`src/rtl/core/apt_pkg.sv`:
```
// ----------------------------------------------------------------------------
// apt_pkg
// types and codes shared by the pending ack tracker files
// ----------------------------------------------------------------------------
`default_nettype none

package apt_pkg;

  // command codes
  localparam logic [2:0] CMD_NEW_ID    = 3'd0;
  localparam logic [2:0] CMD_ACK       = 3'd1;
  localparam logic [2:0] CMD_SET_NOTIFY = 3'd2;
  localparam logic [2:0] CMD_NACK_ONE  = 3'd3;
  localparam logic [2:0] CMD_NACK_ALL  = 3'd4;
  localparam logic [2:0] CMD_SWEEP     = 3'd5;

  // status codes
  localparam logic [2:0] ST_OK         = 3'd0;
  localparam logic [2:0] ST_NOT_FOUND  = 3'd1;
  localparam logic [2:0] ST_FULL       = 3'd2;
  localparam logic [2:0] ST_NO_ID      = 3'd3;
  localparam logic [2:0] ST_ZERO_ID    = 3'd4;

  // result kinds
  localparam logic [1:0] KIND_STATUS   = 2'd0;
  localparam logic [1:0] KIND_ACKED    = 2'd1;
  localparam logic [1:0] KIND_FAILED   = 2'd2;

  // configuration register indexes
  localparam logic [1:0] REG_ACK_LIMIT  = 2'd0;
  localparam logic [1:0] REG_ACK_TYPE   = 2'd1;
  localparam logic [1:0] REG_UNAVAIL_TYPE = 2'd2;

  localparam int unsigned CfgIdxW  = 2;
  localparam int unsigned CfgDataW = 16;

  // reset values of the registers
  localparam logic [15:0] ACK_LIMIT_RST    = 16'd30;
  localparam logic [7:0]  ACK_TYPE_RST     = 8'd0;
  localparam logic [7:0]  UNAVAIL_TYPE_RST = 8'd1;

  typedef struct packed {
    logic [2:0]  command;
    logic [7:0]  msg_type;
    logic [31:0] packet_id;
    logic [31:0] user_tag;
    logic [31:0] now_seconds;
  } cmd_t;

  typedef struct packed {
    logic [1:0]  result_kind;
    logic [2:0]  status;
    logic [31:0] out_packet_id;
    logic [31:0] out_tag;
    logic        last;
  } res_t;

  // one table entry as held in memory
  typedef struct packed {
    logic [31:0] id;
    logic [31:0] created;
    logic [31:0] tag;
  } entry_t;

  localparam int unsigned EntryW = 96;

endpackage

`default_nettype wire

```
`src/rtl/core/apt_ram.sv`:
```
// ----------------------------------------------------------------------------
// apt_ram
// generic single write, single read ram with registered read data
// ----------------------------------------------------------------------------
`default_nettype none

module apt_ram #(
  parameter int unsigned Width = 8,
  parameter int unsigned Depth = 16,
  parameter int unsigned AddrW = $clog2(Depth)
) (
  input  wire logic             clk_i,
  input  wire logic             we_i,
  input  wire logic [AddrW-1:0] waddr_i,
  input  wire logic [Width-1:0] wdata_i,
  input  wire logic             re_i,
  input  wire logic [AddrW-1:0] raddr_i,
  output logic      [Width-1:0] rdata_o
);

  logic [Width-1:0] mem_q [Depth];
  logic [Width-1:0] rdata_q;

  always_ff @(posedge clk_i) begin
    if (we_i) begin
      mem_q[waddr_i] <= wdata_i;
    end
    if (re_i) begin
      rdata_q <= mem_q[raddr_i];
    end
  end

  assign rdata_o = rdata_q;

endmodule

`default_nettype wire

```
`src/rtl/core/ack_pending_tracker.sv`:
```
// ----------------------------------------------------------------------------
// ack_pending_tracker
// table of outstanding packet ids with notify tags, ack, nack and age sweep
// ----------------------------------------------------------------------------
// type check, full table, zero id and unknown commands answer the cycle after
//   start; others answer after a full table scan, ack and nack one with notify
//   give a notification first, then the status in the next cycle
// nack all and sweep repeat the scan once per removed entry; one item at a time;
//   the single read port of the entry memory, one entry a cycle, paces the scan
// reset clears valid, notify bits, id counter, presets config; results never stall
`default_nettype none

module ack_pending_tracker #(
  parameter int unsigned TABLE_DEPTH = 16
) (
  input  wire logic                          clk_i,
  input  wire logic                          rst_ni,
  // command side
  input  wire logic                          start,
  output logic                               busy,
  input  wire apt_pkg::cmd_t                 cmd_i,
  // result side
  output logic                               strobe,
  output apt_pkg::res_t                      res_o,
  // configuration write port
  input  wire logic                          cfg_we_i,
  input  wire logic [apt_pkg::CfgIdxW-1:0]   cfg_idx_i,
  input  wire logic [apt_pkg::CfgDataW-1:0]  cfg_data_i
);

  localparam int unsigned AW = (TABLE_DEPTH > 1) ? $clog2(TABLE_DEPTH) : 1;
  localparam int unsigned CW = AW + 1;
  localparam logic [CW-1:0] CntLast = CW'(TABLE_DEPTH);

  typedef enum logic [1:0] {
    S_IDLE,
    S_SCAN,
    S_ACT,
    S_STAT
  } state_e;

  // configuration registers
  logic [15:0] limit_q;
  logic [7:0]  ack_type_q;
  logic [7:0]  unavail_type_q;

  // control state
  state_e state_q, state_d;
  logic [TABLE_DEPTH-1:0] valid_q, valid_d;
  logic [TABLE_DEPTH-1:0] notify_q, notify_d;
  logic [31:0] last_id_q, last_id_d;
  logic [CW-1:0] cnt_q, cnt_d;
  logic found_q, found_d;
  logic strobe_q, strobe_d;

  // captured command and scan results
  apt_pkg::cmd_t cmd_q, cmd_d;
  logic [31:0] key_q, key_d;
  logic [AW-1:0] free_q, free_d;
  logic [AW-1:0] best_idx_q, best_idx_d;
  apt_pkg::entry_t best_q, best_d;
  apt_pkg::res_t res_q, res_d;

  // entry memory ports
  logic ram_we;
  logic [AW-1:0] ram_waddr;
  apt_pkg::entry_t ram_wdata;
  logic ram_re;
  apt_pkg::entry_t ram_rdata;

  // free slot search over the valid bits
  logic free_any;
  logic [AW-1:0] free_idx;

  // scan evaluation of the entry that just came out of memory
  logic [AW-1:0] eidx;
  logic [31:0] age;
  logic expired;
  logic take;
  logic [31:0] next_id;
  logic accept;

  apt_ram #(
    .Width (apt_pkg::EntryW),
    .Depth (TABLE_DEPTH),
    .AddrW (AW)
  ) u_entry_ram (
    .clk_i   (clk_i),
    .we_i    (ram_we),
    .waddr_i (ram_waddr),
    .wdata_i (ram_wdata),
    .re_i    (ram_re),
    .raddr_i (cnt_q[AW-1:0]),
    .rdata_o (ram_rdata)
  );

  assign accept = start && !busy;

  // lowest free slot
  always_comb begin
    free_any = 1'b0;
    free_idx = '0;
    for (int i = 0; i < TABLE_DEPTH; i++) begin
      if (!valid_q[i] && !free_any) begin
        free_any = 1'b1;
        free_idx = AW'(i);
      end
    end
  end

  // id counter wraps and skips zero
  assign next_id = (last_id_q == 32'hFFFF_FFFF) ? 32'd1 : last_id_q + 32'd1;

  // read data belongs to the address issued in the previous cycle
  assign eidx    = AW'(cnt_q - CW'(1));
  assign age     = cmd_q.now_seconds - ram_rdata.created;
  assign expired = !age[31] && (age > {16'd0, limit_q});

  always_comb begin
    take = 1'b0;
    if (cmd_q.command == apt_pkg::CMD_NACK_ALL || cmd_q.command == apt_pkg::CMD_SWEEP) begin
      // minimum id among eligible entries
      take = valid_q[eidx]
          && (cmd_q.command != apt_pkg::CMD_SWEEP || expired)
          && (!found_q || ram_rdata.id < best_q.id);
    end else begin
      // first entry whose id matches the key
      take = valid_q[eidx] && (ram_rdata.id == key_q) && !found_q;
    end
  end

  assign ram_re = (state_q == S_SCAN) && (cnt_q < CntLast);

  always_comb begin
    state_d    = state_q;
    valid_d    = valid_q;
    notify_d   = notify_q;
    last_id_d  = last_id_q;
    cnt_d      = cnt_q;
    found_d    = found_q;
    cmd_d      = cmd_q;
    key_d      = key_q;
    free_d     = free_q;
    best_idx_d = best_idx_q;
    best_d     = best_q;
    strobe_d   = 1'b0;
    res_d      = res_q;
    ram_we     = 1'b0;
    ram_waddr  = free_q;
    ram_wdata  = '0;

    case (state_q)
      S_IDLE: begin
        if (accept) begin
          cmd_d   = cmd_i;
          key_d   = cmd_i.packet_id;
          cnt_d   = '0;
          found_d = 1'b0;
          res_d   = '{result_kind: apt_pkg::KIND_STATUS, status: apt_pkg::ST_OK,
                      out_packet_id: 32'd0, out_tag: 32'd0, last: 1'b1};
          case (cmd_i.command)
            apt_pkg::CMD_NEW_ID: begin
              if (cmd_i.msg_type == ack_type_q || cmd_i.msg_type == unavail_type_q) begin
                strobe_d     = 1'b1;
                res_d.status = apt_pkg::ST_NO_ID;
              end else if (!free_any) begin
                strobe_d     = 1'b1;
                res_d.status = apt_pkg::ST_FULL;
              end else begin
                // check the new id against pending ones before placing it
                last_id_d = next_id;
                key_d     = next_id;
                free_d    = free_idx;
                state_d   = S_SCAN;
              end
            end
            apt_pkg::CMD_ACK, apt_pkg::CMD_NACK_ONE,
            apt_pkg::CMD_NACK_ALL, apt_pkg::CMD_SWEEP: begin
              state_d = S_SCAN;
            end
            apt_pkg::CMD_SET_NOTIFY: begin
              if (cmd_i.packet_id == 32'd0) begin
                strobe_d     = 1'b1;
                res_d.status = apt_pkg::ST_ZERO_ID;
              end else begin
                state_d = S_SCAN;
              end
            end
            default: begin
              strobe_d = 1'b1;
            end
          endcase
        end
      end

      S_SCAN: begin
        cnt_d = cnt_q + CW'(1);
        if (cnt_q != '0 && take) begin
          found_d    = 1'b1;
          best_idx_d = eidx;
          best_d     = ram_rdata;
        end
        if (cnt_q == CntLast) begin
          state_d = S_ACT;
        end
      end

      S_ACT: begin
        res_d = '{result_kind: apt_pkg::KIND_STATUS, status: apt_pkg::ST_OK,
                  out_packet_id: 32'd0, out_tag: 32'd0, last: 1'b1};
        strobe_d = 1'b1;
        state_d  = S_IDLE;
        case (cmd_q.command)
          apt_pkg::CMD_NEW_ID: begin
            // duplicate id keeps the old entry
            if (!found_q) begin
              ram_we    = 1'b1;
              ram_waddr = free_q;
              ram_wdata = '{id: key_q, created: cmd_q.now_seconds, tag: 32'd0};
              valid_d[free_q]  = 1'b1;
              notify_d[free_q] = 1'b0;
            end
            res_d.out_packet_id = key_q;
          end
          apt_pkg::CMD_SET_NOTIFY: begin
            if (found_q) begin
              ram_we    = 1'b1;
              ram_waddr = best_idx_q;
              ram_wdata = '{id: best_q.id, created: best_q.created,
                            tag: cmd_q.user_tag};
              notify_d[best_idx_q] = 1'b1;
            end else begin
              res_d.status = apt_pkg::ST_NOT_FOUND;
            end
          end
          apt_pkg::CMD_ACK, apt_pkg::CMD_NACK_ONE: begin
            if (!found_q) begin
              res_d.status = apt_pkg::ST_NOT_FOUND;
            end else begin
              valid_d[best_idx_q]  = 1'b0;
              notify_d[best_idx_q] = 1'b0;
              if (notify_q[best_idx_q]) begin
                res_d = '{result_kind: (cmd_q.command == apt_pkg::CMD_ACK) ?
                                       apt_pkg::KIND_ACKED : apt_pkg::KIND_FAILED,
                          status: apt_pkg::ST_OK, out_packet_id: best_q.id,
                          out_tag: best_q.tag, last: 1'b0};
                state_d = S_STAT;
              end
            end
          end
          apt_pkg::CMD_NACK_ALL, apt_pkg::CMD_SWEEP: begin
            if (found_q) begin
              // drop the lowest id and go for another pass
              valid_d[best_idx_q]  = 1'b0;
              notify_d[best_idx_q] = 1'b0;
              strobe_d = notify_q[best_idx_q];
              res_d = '{result_kind: apt_pkg::KIND_FAILED, status: apt_pkg::ST_OK,
                        out_packet_id: best_q.id, out_tag: best_q.tag, last: 1'b0};
              cnt_d   = '0;
              found_d = 1'b0;
              state_d = S_SCAN;
            end
          end
          default: begin
          end
        endcase
      end

      S_STAT: begin
        strobe_d = 1'b1;
        res_d    = '{result_kind: apt_pkg::KIND_STATUS, status: apt_pkg::ST_OK,
                     out_packet_id: 32'd0, out_tag: 32'd0, last: 1'b1};
        state_d  = S_IDLE;
      end

      default: begin
        state_d = S_IDLE;
      end
    endcase
  end

  always_ff @(posedge clk_i or negedge rst_ni) begin
    if (!rst_ni) begin
      state_q        <= S_IDLE;
      valid_q        <= '0;
      notify_q       <= '0;
      last_id_q      <= '0;
      cnt_q          <= '0;
      found_q        <= 1'b0;
      strobe_q       <= 1'b0;
      limit_q        <= apt_pkg::ACK_LIMIT_RST;
      ack_type_q     <= apt_pkg::ACK_TYPE_RST;
      unavail_type_q <= apt_pkg::UNAVAIL_TYPE_RST;
    end else begin
      state_q   <= state_d;
      valid_q   <= valid_d;
      notify_q  <= notify_d;
      last_id_q <= last_id_d;
      cnt_q     <= cnt_d;
      found_q   <= found_d;
      strobe_q  <= strobe_d;
      if (cfg_we_i) begin
        case (cfg_idx_i)
          apt_pkg::REG_ACK_LIMIT:    limit_q        <= cfg_data_i;
          apt_pkg::REG_ACK_TYPE:     ack_type_q     <= cfg_data_i[7:0];
          apt_pkg::REG_UNAVAIL_TYPE: unavail_type_q <= cfg_data_i[7:0];
          default: begin
          end
        endcase
      end
    end
  end

  // payload registers
  always_ff @(posedge clk_i) begin
    cmd_q      <= cmd_d;
    key_q      <= key_d;
    free_q     <= free_d;
    best_idx_q <= best_idx_d;
    best_q     <= best_d;
    res_q      <= res_d;
  end

  assign busy   = (state_q != S_IDLE);
  assign strobe = strobe_q;
  assign res_o  = res_q;

endmodule

`default_nettype wire

```
`config.mk`:
```
export PLATFORM = sky130hd
export DESIGN_NAME = ack_pending_tracker
export DESIGN_NICKNAME = d
export VERILOG_FILES = /design/src/rtl/core/apt_pkg.sv /design/src/rtl/core/apt_ram.sv /design/src/rtl/core/ack_pending_tracker.sv
export SDC_FILE = /design/constraint.sdc
export NUM_CORES = 2
export LEC_CHECK = 0
export ABC_AREA = 0
export BUFFER_PORTS_ARGS = -buffer_cell sky130_fd_sc_hd__buf_2
export CORE_MARGIN = 1
export CORE_UTILIZATION = 50
export DETAILED_ROUTE_END_ITERATION = 8
export GPL_TIMING_DRIVEN = 0
export PLACE_DENSITY = 0.7
export SLEW_MARGIN = 40
export SYNTH_ARGS = -nofsm -noshare
export SYNTH_HDL_FRONTEND = slang
export SYNTH_SLANG_ARGS = --single-unit
```
`constraint.sdc`:
```
create_clock -name clk_i -period 26.5 [get_ports clk_i]
set_input_delay 5.3 -clock clk_i [delete_from_list [all_inputs] [get_ports clk_i]]
set_output_delay 5.3 -clock clk_i [all_outputs]
set_load 0.01 [all_outputs]
```
==> run_results.csv <==
group,metric,value,unit
floorplanning,io_pins,201,
clocking,cts_sinks,2010,
synthesis,yosysUniqueCellTypes,83,
critical_path,reg2reg_from,"cmd_q[0]",
clocking,clkTransAtPathRegs,0.06,ns
layout,drive_gt1_share,29.4,%
clocking,numCtsBuffers,198,
critical_path,worstSetupPathType,"primary input to register",
placement,port_buffers,200,
drt,via_count,43574,
synthesis,synth_compound_area_share,3.57,%
power_and_ir_drop,p_per_area,86.6,mW/mm²
power_and_ir_drop,power_leakage,35.2,nW
synthesis,yosys_register_bits,2010,
critical_path,crit_arrival,8.12,ns
global_route,first_global_vias,43509,
global_route,grt_pass1_wl,304000,µm
clocking,hold_buffers,0,
synthesis,synth_edf_count,1905,
synthesis,yosys-top-cells-area,"edfxtp_1 (71%), mux4_2 (14%), dfrtp_1 (3.1%)",
floorplanning,die_h,402,µm
power_and_ir_drop,ir_drop,0.0000691,V
synthesis,ys_seq_area_share,74.7,%
layout,fillers,11104,
critical_path,rr_worst_depth,24,
synthesis,avgSynthCellArea,19.7,µm²
clocking,post_cts_buffers,0,
worst_hold_path,hold_depth,0,
placement,preCtsSetupSlack,18.25,ns
layout,layout_common_cells,"edfxtp_1 (1,905), mux4_2 (490), buf_2 (246)",
timing,fin_crit_sh,28.0,%
drt,wl,211000,µm
clocking,cts.path.max_buffers,3,
critical_path,crit_path_end_kind,"register",
global_route,grt_max_degree,62,
clocking,clockRootBuffer,"clkbuf_16",
timing,fmax,135,MHz
floorplanning,dieArea,0.162,mm²
synthesis,synth_top_area_share,71.4,%
timing,min_period,7.41,ns
synthesis,synthXorXnorAreaFrac,1.26,%
synthesis,yosysTopAreaCell,"edfxtp_1",
timing,slew_violations,0,
synthesis,synth_cells,4064,
floorplanning,initial_core_util,50.5,%
timing,hold_viol,0,
synthesis,synth_mux_area_share,14.1,%
critical_path,cp-start-kind,"primary input",
placement,routabilityCongestion,0.891,
timing,relSlewSlack,39.5,%
drt,ant_nets,0,
clocking,worstSkewPairLatency,0.85,ns
synthesis,synth_top_family_by_area,"multiplexers",
timing,setup_viol,0,
drt,firstDrtPassIters,5,
timing,tightestPinTransition,0.907,ns
drt,drc,0,
critical_path,cp-startpoint,"cmd_i[103]",
synthesis,synth-simple-area-share,3.65,%
synthesis,async_flop_share,5.22,%
placement,hpwl,139000,µm
job,maxCapViolCount,0,
floorplanning,std_cell_rows,146,
worst_hold_path,hp-class,"register to register",
critical_path,path_max_fanout,13,
global_route,track_usage,26.2,%
clocking,cts_resized,0,
drt,routedWlPerCell,30.6,µm
drt,viasPerCell,6.32,
critical_path,required,27.20,ns
outcome,outcome,"finished clean",
global_route,antenna_found_initial,5,
layout,nets,4858,
timing,skew,0.0648,ns
timing,tns,0,ns
timing,rsz0062_at_grt,"false",
clocking,htreeDepth,4,
clocking,cts_tree,"yes",
global_route,gr-total-overflow,0,
synthesis,syn_area,0.0801,mm²
synthesis,yosys_most_used_dff,"edfxtp_1",
layout,layout_commonest_cell,"edfxtp_1",
synthesis,syn_nets,4276,
floorplanning,core-area,0.159,mm²
layout,syn_to_final_growth,17.3,%
drt,drt_iter0_markers,5770,
synthesis,synth_adder_area_share,1.31,%
synthesis,yosys_warnings,0,
floorplanning,dieWidth,402,µm
worst_hold_path,min_from,"u_entry_ram.rdata_o[23]",
timing,layout_setup_ws,19.09,ns
critical path: stages:
cell and delay [ns]:
buf_2 0.12, xnor2_1 0.13, nand4_1 0.13, o22ai_2 0.30, a21oi_1 0.45, nor2b_1 0.18
buf_2 0.23, nand2_1 0.14, inv_2 0.21, clkbuf_1 0.61, nand2_1 0.15, xnor2_1 0.15
cells in the mapped netlist, types with 5 or more instances:
| library cell | number |
|---|---|
| a211oi_1 | 14 |
| a21boi_0 | 5 |
| a21o_1 | 22 |
| a21oi_1 | 111 |
| a21oi_2 | 5 |
| a22oi_1 | 106 |
| a31oi_1 | 7 |
| and2_1 | 11 |
| and3_1 | 78 |
| buf_1 | 15 |
| buf_2 | 26 |
| clkbuf_1 | 149 |
| dfrtp_1 | 100 |
| dfstp_2 | 5 |
| edfxtp_1 | 1905 |
| ha_1 | 82 |
| inv_1 | 99 |
| mux2_2 | 18 |
| mux2i_1 | 8 |
| mux4_2 | 490 |
| nand2_1 | 155 |
| nand2b_1 | 12 |
| nand3_1 | 24 |
| nand4_1 | 32 |
| nor2_1 | 208 |
| nor2b_1 | 15 |
| nor3_1 | 19 |
| nor4_1 | 21 |
| o211ai_1 | 5 |
| o21a_1 | 9 |
| o21ai_0 | 78 |
| o21ai_1 | 16 |
| o22ai_1 | 7 |
| o31ai_1 | 23 |
| xnor2_1 | 57 |
| xor2_1 | 58 |
cells by family after synthesis:
group | Yosys count
AOI/OAI and AO/OA | 441
buffers and inverters | 293
adders and majority gates | 83
xor gates and xnor gates | 115
muxes | 516
DFF | 2010
and+or+nand+nor | 606
sequential cells by signal (all words and copies together), names as in the netlist:
name,cells
best_idx_q,4
strobe,1
cmd_q,67
free_q,4
limit_q,16
u_entry_ram.mem_q,1536
key_q,32
notify_q,16
cnt_q,5
ack_type_q,8
best_q,96
unavail_type_q,8
state_q,2
last_id_q,32
found_q,1
res_o,70
u_entry_ram.rdata_o,96
valid_q,16
power breakdown:
group | internal (mW) | switching [mW]
sequential | 3.61 | 0.101
combinational | 0.583 | 1.04
clock | 1.56 | 1.25
total | 5.76 | 2.39
layer usage:
metal	vias up	track usage, %	part of all wire (%)
li1	17791	-	-
met1	22658	37.7	40
met2	2791	40.5	47
met3	332	5.83	11
met4	2	7.40	2.6
met5	-	0	0.060
path summary, 6_finish.rpt:
path,slack [ns],to
min,0.42,best_q[23]
max reg2reg,19.31,best_q[34]
max in group asynchronous,21.35,limit_q[1]
min in group asynchronous,4.39,last_id_q[31]
min reg2reg,0.42,best_q[23]
max,19.09,last_id_q[30]
per-stage QoR:
step / cells / utilization [%] / cell area (µm²) / power, mW / hold slack, ns
4_1_cts: 6885 / 59.1 / 93900 / 8.18 / 0.419
3_5_place_dp: 6515 / 55.0 / 87400 / 5.40 / 0.405
5_1_grt: 6888 / 59.2 / 94000 / 8.41 / 0.427
2_1_floorplan: 4064 / - / 80100 / 4.77 / 0.400
3_3_place_gp: 6336 / 52.7 / 83700 / 5.39 / 0.402
6_report: 6893 / 59.2 / 94000 / 8.15 / 0.419
final cells by class:
cell class | instances | area, µm² | area share, %
Antenna cell | 5 | 12.5 | 0.0133
Buffer | 193 | 887 | 0.943
Clock buffer | 244 | 5170 | 5.50
Clock inverter | 126 | 1330 | 1.42
Inverter | 100 | 383 | 0.407
Multi-Input combinational cell | 1761 | 19500 | 20.7
Sequential cell | 2010 | 59800 | 63.6
Tap cell | 2072 | 2590 | 2.76
Timing Repair Buffer | 382 | 4310 | 4.58
(Power assumes the default switching activity.)
